### src/hdl/ffra_pkg.sv
// Types and constants of the first-fit range allocator.
// Used by the top level and by its checker; depends on nothing.
package ffra_pkg;

   localparam int FIELD_W        = 16;
   localparam int REQ_TDATA_W    = 48;
   localparam int RSP_TDATA_W    = 24;
   localparam int STATUS_W       = 2;
   localparam int RSP_STATUS_LSB = FIELD_W;
   localparam int RSP_PAD_W      = RSP_TDATA_W - FIELD_W - STATUS_W;

   localparam logic OP_CLAIM = 1'b0;
   localparam logic OP_ALLOC = 1'b1;

   typedef enum logic [STATUS_W-1:0] {
      STATUS_OK       = 2'd0,
      STATUS_FULL     = 2'd1,
      STATUS_OVERFLOW = 2'd2
   } status_type;

   typedef enum logic [2:0] {
      ST_IDLE,
      ST_ASCAN,
      ST_CSCAN,
      ST_SORT_TOP,
      ST_SORT_CARRY,
      ST_SORT_STEP,
      ST_SORT_LAST,
      ST_DONE
   } state_type;

endpackage

### src/hdl/ffra_ram.sv
// Generic single-port-write, single-port-read RAM with registered read data.
// Holds the range table of the allocator; depends on nothing.
module ffra_ram #(
   parameter int WIDTH = 32,
   parameter int DEPTH = 32
) (
   input  logic                     clock,
   input  logic                     wr_en,
   input  logic [$clog2(DEPTH)-1:0] wr_addr,
   input  logic [WIDTH-1:0]         wr_data,
   input  logic [$clog2(DEPTH)-1:0] rd_addr,
   output logic [WIDTH-1:0]         rd_data
);

   logic [WIDTH-1:0] mem_ff [DEPTH];
   logic [WIDTH-1:0] rd_data_ff;

   always_ff @(posedge clock) begin
      if (wr_en) begin
         mem_ff[wr_addr] <= wr_data;
      end
      rd_data_ff <= mem_ff[rd_addr];
   end

   assign rd_data = rd_data_ff;

endmodule

### src/hdl/first_fit_range_allocator_core.sv
// First-fit range allocator.
// Channels: req_ takes one beat per item (claim an explicit range or allocate a
// gap of alloc_count indices); rsp_ returns exactly one beat per item with the
// start of the allocated gap (zero for claims) and a status code.
// Items are handled one at a time. The range table sits in one RAM with a
// registered read port, and the compare logic walks it one entry per cycle:
//   claim scan     over the stored ranges, N = number of stored ranges
//   allocate scan  over the stored ranges, before the claim scan
//   new entry      P passes over the table to restore sorted order; P is
//                  1 when the new range lands on top of an ordered table, 2 when
//                  it sinks into one, and at most N + 1 once extensions have
//                  left the table out of order
// plus the states that take the beat (ST_IDLE) and load the result (ST_DONE).
// The next request beat is taken as soon as the result sits in the output
// register; a stalled receiver only holds the block once a second result is
// ready. Reset empties the table at once (count back to zero, no sweep) and
// drops any pending result.
module first_fit_range_allocator_core
   import ffra_pkg::*;
#(
   parameter int MAX_RANGES = 32,
   parameter int INDEX_BITS = 16
) (
   input  logic                   clock,
   input  logic                   reset,
   input  logic                   req_tvalid,
   output logic                   req_tready,
   // range_begin [15:0], range_end [31:16], alloc_count [47:32]
   input  logic [REQ_TDATA_W-1:0] req_tdata,
   // op [0]
   input  logic                   req_tuser,
   output logic                   rsp_tvalid,
   input  logic                   rsp_tready,
   // start_index [15:0], status [17:16], zero [23:18]
   output logic [RSP_TDATA_W-1:0] rsp_tdata
);

   localparam int AW = $clog2(MAX_RANGES);
   localparam int CW = $clog2(MAX_RANGES + 1);
   localparam int EW = 2 * INDEX_BITS;
   localparam int SW = ((INDEX_BITS > FIELD_W) ? INDEX_BITS : FIELD_W) + 1;
   localparam logic [SW-1:0] IDX_MAX_W = SW'((64'd1 << INDEX_BITS) - 64'd1);
   localparam logic [CW-1:0] CNT_FULL  = CW'(MAX_RANGES);

   state_type             state_ff, state_in;
   logic [CW-1:0]         count_ff, count_in;
   logic [FIELD_W-1:0]    cnt_ff, cnt_in;
   logic [INDEX_BITS-1:0] key_b_ff, key_b_in;
   logic [INDEX_BITS-1:0] key_e_ff, key_e_in;
   logic [INDEX_BITS-1:0] base_ff, base_in;
   logic [FIELD_W-1:0]    start_ff, start_in;
   status_type            status_ff, status_in;
   logic [CW-1:0]         scan_idx_ff, scan_idx_in;
   logic                  chk_vld_ff, chk_vld_in;
   logic [AW-1:0]         chk_idx_ff, chk_idx_in;
   logic [EW-1:0]         carry_ff, carry_in;
   logic [AW-1:0]         j_ff, j_in;
   logic                  swapped_ff, swapped_in;
   logic                  rsp_valid_ff, rsp_valid_in;
   logic [FIELD_W-1:0]    rsp_start_ff, rsp_start_in;
   status_type            rsp_status_ff, rsp_status_in;

   logic                  wr_en;
   logic [AW-1:0]         wr_addr;
   logic [EW-1:0]         wr_data;
   logic [AW-1:0]         rd_addr;
   logic [EW-1:0]         rd_data;

   logic [INDEX_BITS-1:0] rd_begin;
   logic [INDEX_BITS-1:0] rd_end;
   logic [SW-1:0]         rb_w;
   logic [SW-1:0]         re_w;
   logic [SW-1:0]         sum_w;
   logic                  scan_more;
   logic                  req_take;

   ffra_ram #(
      .WIDTH(EW),
      .DEPTH(MAX_RANGES)
   ) u_table (
      .clock  (clock),
      .wr_en  (wr_en),
      .wr_addr(wr_addr),
      .wr_data(wr_data),
      .rd_addr(rd_addr),
      .rd_data(rd_data)
   );

   assign rd_begin  = rd_data[EW-1:INDEX_BITS];
   assign rd_end    = rd_data[INDEX_BITS-1:0];
   assign rb_w      = SW'(req_tdata[FIELD_W-1:0]);
   assign re_w      = SW'(req_tdata[2*FIELD_W-1:FIELD_W]);
   assign sum_w     = SW'(base_ff) + SW'(cnt_ff);
   assign scan_more = (scan_idx_ff < count_ff);
   assign req_take  = req_tvalid && req_tready;

   always_ff @(posedge clock) begin
      if (reset) begin
         state_ff     <= ST_IDLE;
         count_ff     <= '0;
         chk_vld_ff   <= 1'b0;
         rsp_valid_ff <= 1'b0;
      end else begin
         state_ff     <= state_in;
         count_ff     <= count_in;
         chk_vld_ff   <= chk_vld_in;
         rsp_valid_ff <= rsp_valid_in;
      end
   end

   always_ff @(posedge clock) begin
      cnt_ff        <= cnt_in;
      key_b_ff      <= key_b_in;
      key_e_ff      <= key_e_in;
      base_ff       <= base_in;
      start_ff      <= start_in;
      status_ff     <= status_in;
      scan_idx_ff   <= scan_idx_in;
      chk_idx_ff    <= chk_idx_in;
      carry_ff      <= carry_in;
      j_ff          <= j_in;
      swapped_ff    <= swapped_in;
      rsp_start_ff  <= rsp_start_in;
      rsp_status_ff <= rsp_status_in;
   end

   always_comb begin
      state_in      = state_ff;
      count_in      = count_ff;
      cnt_in        = cnt_ff;
      key_b_in      = key_b_ff;
      key_e_in      = key_e_ff;
      base_in       = base_ff;
      start_in      = start_ff;
      status_in     = status_ff;
      scan_idx_in   = scan_idx_ff;
      chk_vld_in    = 1'b0;
      chk_idx_in    = chk_idx_ff;
      carry_in      = carry_ff;
      j_in          = j_ff;
      swapped_in    = swapped_ff;
      rsp_valid_in  = rsp_valid_ff && !rsp_tready;
      rsp_start_in  = rsp_start_ff;
      rsp_status_in = rsp_status_ff;
      wr_en         = 1'b0;
      wr_addr       = '0;
      wr_data       = '0;
      rd_addr       = '0;
      req_tready    = 1'b0;

      unique case (state_ff)
         ST_IDLE: begin
            req_tready = 1'b1;
            if (req_take) begin
               scan_idx_in = '0;
               start_in    = '0;
               status_in   = STATUS_OK;
               if (req_tuser == OP_ALLOC) begin
                  cnt_in   = req_tdata[3*FIELD_W-1:2*FIELD_W];
                  base_in  = '0;
                  state_in = ST_ASCAN;
               end else if (rb_w > IDX_MAX_W || re_w > IDX_MAX_W) begin
                  status_in = STATUS_OVERFLOW;
                  state_in  = ST_DONE;
               end else begin
                  key_b_in = rb_w[INDEX_BITS-1:0];
                  key_e_in = re_w[INDEX_BITS-1:0];
                  state_in = ST_CSCAN;
               end
            end
         end

         ST_ASCAN: begin
            // The gap ends where an entry begins at or past base plus count.
            if ((chk_vld_ff && SW'(rd_begin) >= sum_w) || (!chk_vld_ff && !scan_more)) begin
               start_in    = FIELD_W'(base_ff);
               scan_idx_in = '0;
               if (sum_w > IDX_MAX_W) begin
                  status_in = STATUS_OVERFLOW;
                  state_in  = ST_DONE;
               end else begin
                  key_b_in = base_ff;
                  key_e_in = sum_w[INDEX_BITS-1:0];
                  state_in = ST_CSCAN;
               end
            end else begin
               if (chk_vld_ff) begin
                  base_in = rd_end;
               end
               if (scan_more) begin
                  rd_addr     = scan_idx_ff[AW-1:0];
                  chk_vld_in  = 1'b1;
                  chk_idx_in  = scan_idx_ff[AW-1:0];
                  scan_idx_in = scan_idx_ff + CW'(1);
               end
            end
         end

         ST_CSCAN: begin
            if (chk_vld_ff && rd_begin == key_e_ff) begin
               wr_en     = 1'b1;
               wr_addr   = chk_idx_ff;
               wr_data   = {key_b_ff, rd_end};
               status_in = STATUS_OK;
               state_in  = ST_DONE;
            end else if (chk_vld_ff && rd_end == key_b_ff) begin
               wr_en     = 1'b1;
               wr_addr   = chk_idx_ff;
               wr_data   = {rd_begin, key_e_ff};
               status_in = STATUS_OK;
               state_in  = ST_DONE;
            end else if (!chk_vld_ff && !scan_more) begin
               if (count_ff == CNT_FULL) begin
                  status_in = STATUS_FULL;
                  state_in  = ST_DONE;
               end else begin
                  // Append at the top, then bubble passes restore the order.
                  wr_en      = 1'b1;
                  wr_addr    = count_ff[AW-1:0];
                  wr_data    = {key_b_ff, key_e_ff};
                  count_in   = count_ff + CW'(1);
                  status_in  = STATUS_OK;
                  state_in   = (count_ff == '0) ? ST_DONE : ST_SORT_TOP;
               end
            end else if (scan_more) begin
               rd_addr     = scan_idx_ff[AW-1:0];
               chk_vld_in  = 1'b1;
               chk_idx_in  = scan_idx_ff[AW-1:0];
               scan_idx_in = scan_idx_ff + CW'(1);
            end
         end

         ST_SORT_TOP: begin
            j_in       = AW'(count_ff - CW'(1));
            rd_addr    = j_in;
            swapped_in = 1'b0;
            state_in   = ST_SORT_CARRY;
         end

         ST_SORT_CARRY: begin
            carry_in = rd_data;
            rd_addr  = j_ff - AW'(1);
            state_in = ST_SORT_STEP;
         end

         ST_SORT_STEP: begin
            // The carried entry sinks only past a strictly larger one, which
            // keeps equal entries in their original order.
            wr_en   = 1'b1;
            wr_addr = j_ff;
            if (carry_ff < rd_data) begin
               wr_data    = rd_data;
               swapped_in = 1'b1;
            end else begin
               wr_data  = carry_ff;
               carry_in = rd_data;
            end
            j_in = j_ff - AW'(1);
            if (j_ff == AW'(1)) begin
               state_in = ST_SORT_LAST;
            end else begin
               rd_addr = j_ff - AW'(2);
            end
         end

         ST_SORT_LAST: begin
            wr_en    = 1'b1;
            wr_addr  = '0;
            wr_data  = carry_ff;
            state_in = swapped_ff ? ST_SORT_TOP : ST_DONE;
         end

         ST_DONE: begin
            if (!rsp_valid_ff || rsp_tready) begin
               rsp_valid_in  = 1'b1;
               rsp_start_in  = start_ff;
               rsp_status_in = status_ff;
               state_in      = ST_IDLE;
            end
         end

         default: begin
            state_in = ST_IDLE;
         end
      endcase
   end

   assign rsp_tvalid = rsp_valid_ff;
   assign rsp_tdata  = {{RSP_PAD_W{1'b0}}, rsp_status_ff, rsp_start_ff};

endmodule

### config.mk
export PLATFORM = sky130hd
export DESIGN_NAME = first_fit_range_allocator_core
export DESIGN_NICKNAME = d
export VERILOG_FILES = /design/src/hdl/ffra_pkg.sv /design/src/hdl/ffra_ram.sv /design/src/hdl/first_fit_range_allocator_core.sv
export SDC_FILE = /design/constraint.sdc
export NUM_CORES = 2
export LEC_CHECK = 0
export ABC_AREA = 0
export BUFFER_PORTS_ARGS = -buffer_cell sky130_fd_sc_hd__buf_2
export CELL_PAD_IN_SITES_DETAIL_PLACEMENT = 1
export CELL_PAD_IN_SITES_GLOBAL_PLACEMENT = 2
export CORE_ASPECT_RATIO = 0.7
export CORE_UTILIZATION = 43
export DETAILED_ROUTE_END_ITERATION = 6
export GPL_TIMING_DRIVEN = 0
export MAX_ROUTING_LAYER = met4
export PLACE_DENSITY = 0.76
export SLEW_MARGIN = 20
export SYNTH_ARGS = -nofsm -noshare
export SYNTH_HDL_FRONTEND = slang
export SYNTH_HIERARCHICAL = 1
export SYNTH_SLANG_ARGS = --single-unit
### constraint.sdc
create_clock -name clock -period 4.8 [get_ports clock]
set_input_delay 0 -clock clock [delete_from_list [all_inputs] [get_ports clock]]
set_output_delay 0 -clock clock [all_outputs]
set_load 0.05 [all_outputs]
After elaboration in Yosys (flattened, before gate mapping):

Memories as Yosys holds them, arrays and structs flattened. A register that Yosys moved wholly into a read port is not among the register bits.
Cells that the tools add are included.

* memories: 1
* memory bits (writable): 1024
* register bits: 160
* output and inout bits: 26

Memories
* u_table.mem_ff: words 32, bits a word 32, read ports 1, clocked after memory_dff 1, write ports 1, line ffra_ram.sv:15 `logic [WIDTH-1:0] mem_ff [DEPTH];`

* $add $sub $neg: 6
* eq/ne operators: 28
* reductions and logical operators: 33
* multiplexer cells: 96
* bitwise gates (word level): 3
* magnitude comparators: 6

Operator list (count)
* $mux W16: 16
* $mux W32: 6
* $pmux W16 S2: 4
* $pmux W32 S3: 1
* $mux W5: 15
* $pmux W32 S2: 1
* $mux W3: 13
* $mux W6: 6
* $eq A16 B16 Y1: 2
* $gt A16 B16 Y1 const B: 2
* $lt A32 B32 Y1: 1
* $ne A2 B2 Y1 const B: 16
* $pmux W5 S2: 3
* $reduce_and A5 Y1: 6
* $pmux W5 S5: 1
* $pmux W3 S8: 1
* $pmux W6 S3: 1
* $add A16 B16 Y17: 1
* $ge A16 B17 Y1: 1
* $gt A17 B16 Y1 const B: 1
* $mux W1: 16
* $mux W2: 8
* $add A6 B1 Y6 const B: 2
* $eq A3 B3 Y1 const B: 4
* other kinds (22): 44

Logic depth before layout (Yosys ltp):

* word-level depth: 9
* gate-level depth with buffers: 26
* depth with buffers taken out: 22

Cells and area by module:

Netlist, hierarchy kept.

By module, submodules not included
* ffra_ram: area each 40492.6 sq um, cells each 2260, times used 1
* first_fit_range_allocator_core: area each 9655.5 sq um, cells each 887, times used 1

Worst setup path before layout:

No wires, ideal clock.

* path type: register to register
* from: reg base_ff[0]
* to: reg u_table.rd_data_ff[25] (netlist: u_table/rd_data[25]), read port of u_table.mem_ff
* data arrival time: 4.780 ns
* slack: -0.105 ns
* period minus slack after synthesis: 4.905 ns
* path buffers: 5
* stages on the path, launching flop included: 27
* data required time: 4.676 ns
* cells stage by stage: edfxtp_1 ha_1 fa_1 a21o_1 a221oi_2 o22a_2 nor2_1 a21o_1 a21oi_1 xor2_1 ha_1 a21o_1 a21oi_1 o211a_1 nand2_1 a21oi_1 a21oi_4 buf_12 a21oi_2 buf_4 buf_6 buf_6 buf_6 mux2i_1 a22oi_1 a31oi_1 nand3_1

* word-level cells in the longest chain between the ends: 6

Ends and longest elaborated chain
* start, declared: line first_fit_range_allocator_core.sv:50 `logic [INDEX_BITS-1:0] base_ff, base_in;`
* start signal, assigned: line first_fit_range_allocator_core.sv:115 `base_ff <= base_in;`
* $add A16 B16 Y17: line first_fit_range_allocator_core.sv:93 `assign sum_w = SW'(base_ff) + SW'(cnt_ff);`
* $ge A16 B17 Y1: line first_fit_range_allocator_core.sv:175 `if ((chk_vld_ff && SW'(rd_begin) >= sum_w) || (!chk_vld_ff && !scan_more)) begin`
* $logic_and A1 B1 Y1: line first_fit_range_allocator_core.sv:175
* $logic_or A1 B1 Y1: line first_fit_range_allocator_core.sv:175
* $mux W5: line first_fit_range_allocator_core.sv:175
* $pmux W5 S5: line first_fit_range_allocator_core.sv:151 `unique case (state_ff)`
* net rd_addr[0]: line first_fit_range_allocator_core.sv:66 `logic [AW-1:0] rd_addr;`
* end, declared: line ffra_ram.sv:16 `logic [WIDTH-1:0] rd_data_ff;`

The timed path passes the listed nets, and every way through them passes these cells.
A chain may end at the register's enable or synchronous reset.

Final worst setup path:

* from: reg base_ff[0]
* to: reg u_table.rd_data_ff[31] (netlist: u_table/rd_data[31]), read port of u_table.mem_ff

Same word-level chain as after synthesis.

==> impl_metrics.prom <==
# TYPE chip_impl_metric gauge
chip_impl_metric{name="ys_ff_latch",unit=""} 1216
chip_impl_metric{name="timing.slew.headroom",unit=""} 0.234
chip_impl_metric{name="grt_util_all_layers",unit=""} 0.266
chip_impl_metric{name="power_density",unit="nW/um^2"} 630
chip_impl_metric{name="period_minus_slack",unit="ns"} 5.85
chip_impl_info{name="clockRootBuffer",value="sky130_fd_sc_hd__clkbuf_16"} 1
chip_impl_metric{name="relative_area_change_from_synthesis_to_final_layout",unit="%"} 21.0
chip_impl_info{name="failed_checks",value="setup timing"} 1
chip_impl_metric{name="timing.fmax",unit="GHz"} 0.171
chip_impl_metric{name="design.final.nets",unit=""} 3681
chip_impl_metric{name="numClockSinks",unit=""} 1216
chip_impl_info{name="synthMostInstantiatedCell",value="sky130_fd_sc_hd__edfxtp_1"} 1
chip_impl_metric{name="worst-endpoint-arrival",unit="ns"} 6.48
chip_impl_metric{name="post_synth_num_cell_types",unit=""} 74
chip_impl_info{name="synthFlopType",value="sky130_fd_sc_hd__edfxtp_1"} 1
chip_impl_metric{name="drt_first_iter_violations",unit=""} 3170
chip_impl_metric{name="crit_fanout",unit=""} 10
chip_impl_info{name="netlist_top_cells_count",value="sky130_fd_sc_hd__edfxtp_1, sky130_fd_sc_hd__mux2i_1, sky130_fd_sc_hd__nand2_1"} 1
chip_impl_metric{name="final_hold_viol_count",unit=""} 0
chip_impl_metric{name="grt_max_degree",unit=""} 33
chip_impl_metric{name="finalWorstSetupSlack",unit="ns"} -1.05
chip_impl_metric{name="clkLatencyLatePin",unit="ns"} 0.72
chip_impl_metric{name="fraction_of_synthesis_flops_using_an_asynchronous_set_or_reset_pin",unit=""} 0
chip_impl_metric{name="power.ir.vdd_worst",unit="mV"} 0.385
chip_impl_metric{name="synth-warning-count",unit=""} 6
chip_impl_metric{name="cts_inserted_buffers",unit=""} 115
chip_impl_metric{name="clock_slew_at_reported_path_ffs",unit="ns"} 0.07
chip_impl_info{name="status",value="finished, violations left"} 1
chip_impl_metric{name="via_count",unit=""} 30500
chip_impl_metric{name="h-tree-depth",unit=""} 3
chip_impl_metric{name="synth_enable_flop_cells",unit=""} 1173
chip_impl_info{name="tritoncts",value="done"} 1
chip_impl_metric{name="initial_utilization",unit=""} 0.435
chip_impl_metric{name="timing_max_transition_violations_final",unit=""} 0
chip_impl_metric{name="initial_antenna_violation_count",unit=""} 6
chip_impl_info{name="hold_path_class",value="input port to flop"} 1
chip_impl_metric{name="overflow_left_after_global_routing",unit=""} 0
chip_impl_metric{name="port-buffer-count",unit=""} 72
chip_impl_metric{name="seq_area_frac_synth",unit=""} 0.720
chip_impl_metric{name="wire_length_after_detailed_routing",unit="mm"} 154
chip_impl_metric{name="tightestPinTransition",unit="ns"} 1.15
chip_impl_metric{name="synth_area_per_cell",unit="um^2"} 15.9
chip_impl_metric{name="worst_clock_skew",unit="ns"} 0.0283
chip_impl_metric{name="coreArea",unit="um^2"} 115000
chip_impl_metric{name="routed_via_density",unit=""} 5.89
chip_impl_metric{name="max-cap-violations",unit=""} 0
chip_impl_metric{name="power.leakage",unit="nW"} 20.1
chip_impl_metric{name="layout-drive-gt1-share",unit=""} 0.207
chip_impl_metric{name="synthesis.area",unit="um^2"} 50100
chip_impl_metric{name="firstDrtPassIters",unit=""} 7
chip_impl_metric{name="die_x",unit="um"} 410
chip_impl_metric{name="gp_congestion",unit=""} 0.959
chip_impl_metric{name="finish.utilization",unit=""} 0.526
chip_impl_metric{name="multi_input_combinational_cell_area",unit="um^2"} 14500
chip_impl_metric{name="final_ant_viol_nets",unit=""} 0
chip_impl_metric{name="count_of_boundary_i_o_pins",unit=""} 79
chip_impl_metric{name="worst_ep_required_time",unit="ns"} 5.43
chip_impl_info{name="yosys.area.top_type",value="sky130_fd_sc_hd__edfxtp_1"} 1
chip_impl_info{name="grt_setup_unrepaired",value="yes"} 1
chip_impl_info{name="synthTopCellsByArea",value="sky130_fd_sc_hd__edfxtp_1, sky130_fd_sc_hd__mux2i_1, sky130_fd_sc_hd__ha_1"} 1
chip_impl_metric{name="placement_rows",unit=""} 104
chip_impl_metric{name="post_drt_wl_per_cell",unit="um"} 29.7
chip_impl_metric{name="fillerInstances",unit=""} 10900
chip_impl_metric{name="report.final.setup_viol",unit=""} 137
chip_impl_metric{name="floorplan.die_area",unit="um^2"} 118000
chip_impl_metric{name="clk_path_buf_depth",unit=""} 3
chip_impl_metric{name="post_synth_inst_count",unit=""} 3147
chip_impl_metric{name="chipHeight",unit="um"} 288
chip_impl_metric{name="totalPowerFinal",unit="mW"} 38.2
chip_impl_metric{name="first_global_vias",unit=""} 31000
chip_impl_info{name="critPathKind",value="flop to flop"} 1
chip_impl_metric{name="grt_first_pass_wirelength",unit="mm"} 220
chip_impl_metric{name="layout_worst_path_cycle_share",unit=""} 1.22
chip_impl_metric{name="post-route-drc-count",unit=""} 0
chip_impl_metric{name="share_of_the_synthesized_area_in_the_top_cell_type",unit=""} 0.702
chip_impl_info{name="worst_setup_path_start_kind",value="flop"} 1
chip_impl_metric{name="register_area",unit="um^2"} 36100
chip_impl_info{name="critPathCaptureType",value="flop"} 1
chip_impl_metric{name="detailedPlacementHpwl",unit="mm"} 106
## what timing repair did
action	CTS	global route
setup endpoints to repair	1719	1258
pin swaps	60	44
hold buffers	68	0
cloned	4	0
hold endpoints to repair	77	0
setup buffers	53	47
gates resized for setup	356	65
## kinds of logic (layout without fill, tap and decap cells)
logic type                 Yosys count  after routing  share of synthesized area
DFF                               1216           1216                      0.720
and+or+nand+nor                    543            543                     0.0516
AOI/OAI and AO/OA                  518            518                     0.0732
muxes                              517            517                      0.103
buffers and inverters              217            711                     0.0227
adders and majority gates           76             76                     0.0191
xor gates and xnor gates            59             59                     0.0105
other                                1              8                  0.0000748
## state kept, by name, summed over array words and instances (netlist names)
name / count
u_table/mem_ff: 1024
carry_ff: 32
u_table/rd_data: 32
base_ff: 16
cnt_ff: 16
key_b_ff: 16
key_e_ff: 16
rsp_start_ff: 16
start_ff: 16
count_ff: 6
scan_idx_ff: 6
chk_idx_ff: 5
j_ff: 5
state_ff: 3
rsp_status_ff: 2
status_ff: 2
chk_vld_ff: 1
rsp_tvalid: 1
swapped_ff: 1
## through the flow
stage	instance area (um^2)	cells	hold slack (ns)	setup slack (ns)	setup TNS, ns
2_1_floorplan	50200	3152	0.0989	0.0252	0
3_3_place_gp	52500	4761	0.177	-2.45	-2263.76
3_5_place_dp	53600	4802	0.178	-2.49	-487.85
4_1_cts	60000	5137	0.00157	-0.998	-30.10
5_1_grt	60600	5183	0.0462	-1.19	-37.82
6_report	60700	5185	0.0867	-1.05	-34.43
## cell usage in the layout, fill, tap and decap left out, types with 68 or more instances in the layout
cell / n
sky130_fd_sc_hd__edfxtp_1: 1173
sky130_fd_sc_hd__mux2i_1: 489
sky130_fd_sc_hd__nand2_1: 168
sky130_fd_sc_hd__a21oi_1: 137
sky130_fd_sc_hd__clkbuf_16: 118
sky130_fd_sc_hd__buf_4: 114
sky130_fd_sc_hd__a22oi_1: 96
sky130_fd_sc_hd__buf_2: 81
sky130_fd_sc_hd__nand3_1: 79
sky130_fd_sc_hd__ha_1: 74
sky130_fd_sc_hd__dlygate4sd3_1: 68
## critical path, cell delays in order (launching register included)
cell and delay, ns:
sky130_fd_sc_hd__edfxtp_1 0.43, sky130_fd_sc_hd__ha_4 0.22, sky130_fd_sc_hd__fa_2 0.34, sky130_fd_sc_hd__a21o_1 0.23, sky130_fd_sc_hd__a221oi_4 0.38, sky130_fd_sc_hd__buf_4 0.18
sky130_fd_sc_hd__buf_4 0.10, sky130_fd_sc_hd__o21bai_1 0.06, sky130_fd_sc_hd__a21oi_1 0.17, sky130_fd_sc_hd__xor2_1 0.28, sky130_fd_sc_hd__ha_1 0.32, sky130_fd_sc_hd__nand3_2 0.13
sky130_fd_sc_hd__nor3_1 0.09, sky130_fd_sc_hd__a21oi_2 0.24, sky130_fd_sc_hd__a21oi_1 0.12, sky130_fd_sc_hd__a21oi_2 0.28, sky130_fd_sc_hd__a21oi_4 0.12, sky130_fd_sc_hd__buf_12 0.16
sky130_fd_sc_hd__a21oi_4 0.26, sky130_fd_sc_hd__buf_12 0.17, sky130_fd_sc_hd__buf_12 0.14, sky130_fd_sc_hd__buf_16 0.17, sky130_fd_sc_hd__buf_12 0.18, sky130_fd_sc_hd__buf_8 0.21
sky130_fd_sc_hd__mux2i_1 0.10, sky130_fd_sc_hd__a22oi_1 0.34, sky130_fd_sc_hd__nand3_1 0.15, sky130_fd_sc_hd__nand3_1 0.17
## cell type report
cell class              count  area share
clock buffers             151      0.0520
diodes                      2   0.0000825
well taps                1537      0.0317
flip-flops and latches   1216       0.595
multi-input cells        1719       0.239
clock inverters            60     0.00716
inverters                  53     0.00328
repair buffers            284      0.0476
plain buffers             163      0.0242
## per-layer routing
layer | track usage | part of all wire | vias up
met5 | - | 0 | -
met4 | 0.0469 | 0.015 | 0
met3 | 0.0572 | 0.085 | 146
li1 | - | - | 13100
met2 | 0.367 | 0.42 | 1163
met1 | 0.403 | 0.48 | 16100
## power breakdown
group / internal [mW] / switching (mW) / total [mW]
clock network: 4.87 / 3.99 / 8.86
registers: 13.4 / 0.724 / 14.1
logic: 5.40 / 9.82 / 15.2
## path summary, 6_finish.rpt
kind                 start                   to  slack [ns]  cells past startpoint
min          req_tdata[35]            cnt_ff[3]        0.09                      2
max reg2reg     base_ff[0]  u_table/rd_data[31]       -1.05                     27
max             base_ff[0]  u_table/rd_data[31]       -1.05                     27
min reg2reg    start_ff[3]      rsp_start_ff[3]        0.41                      0
Power figures use the tool's default switching activity.
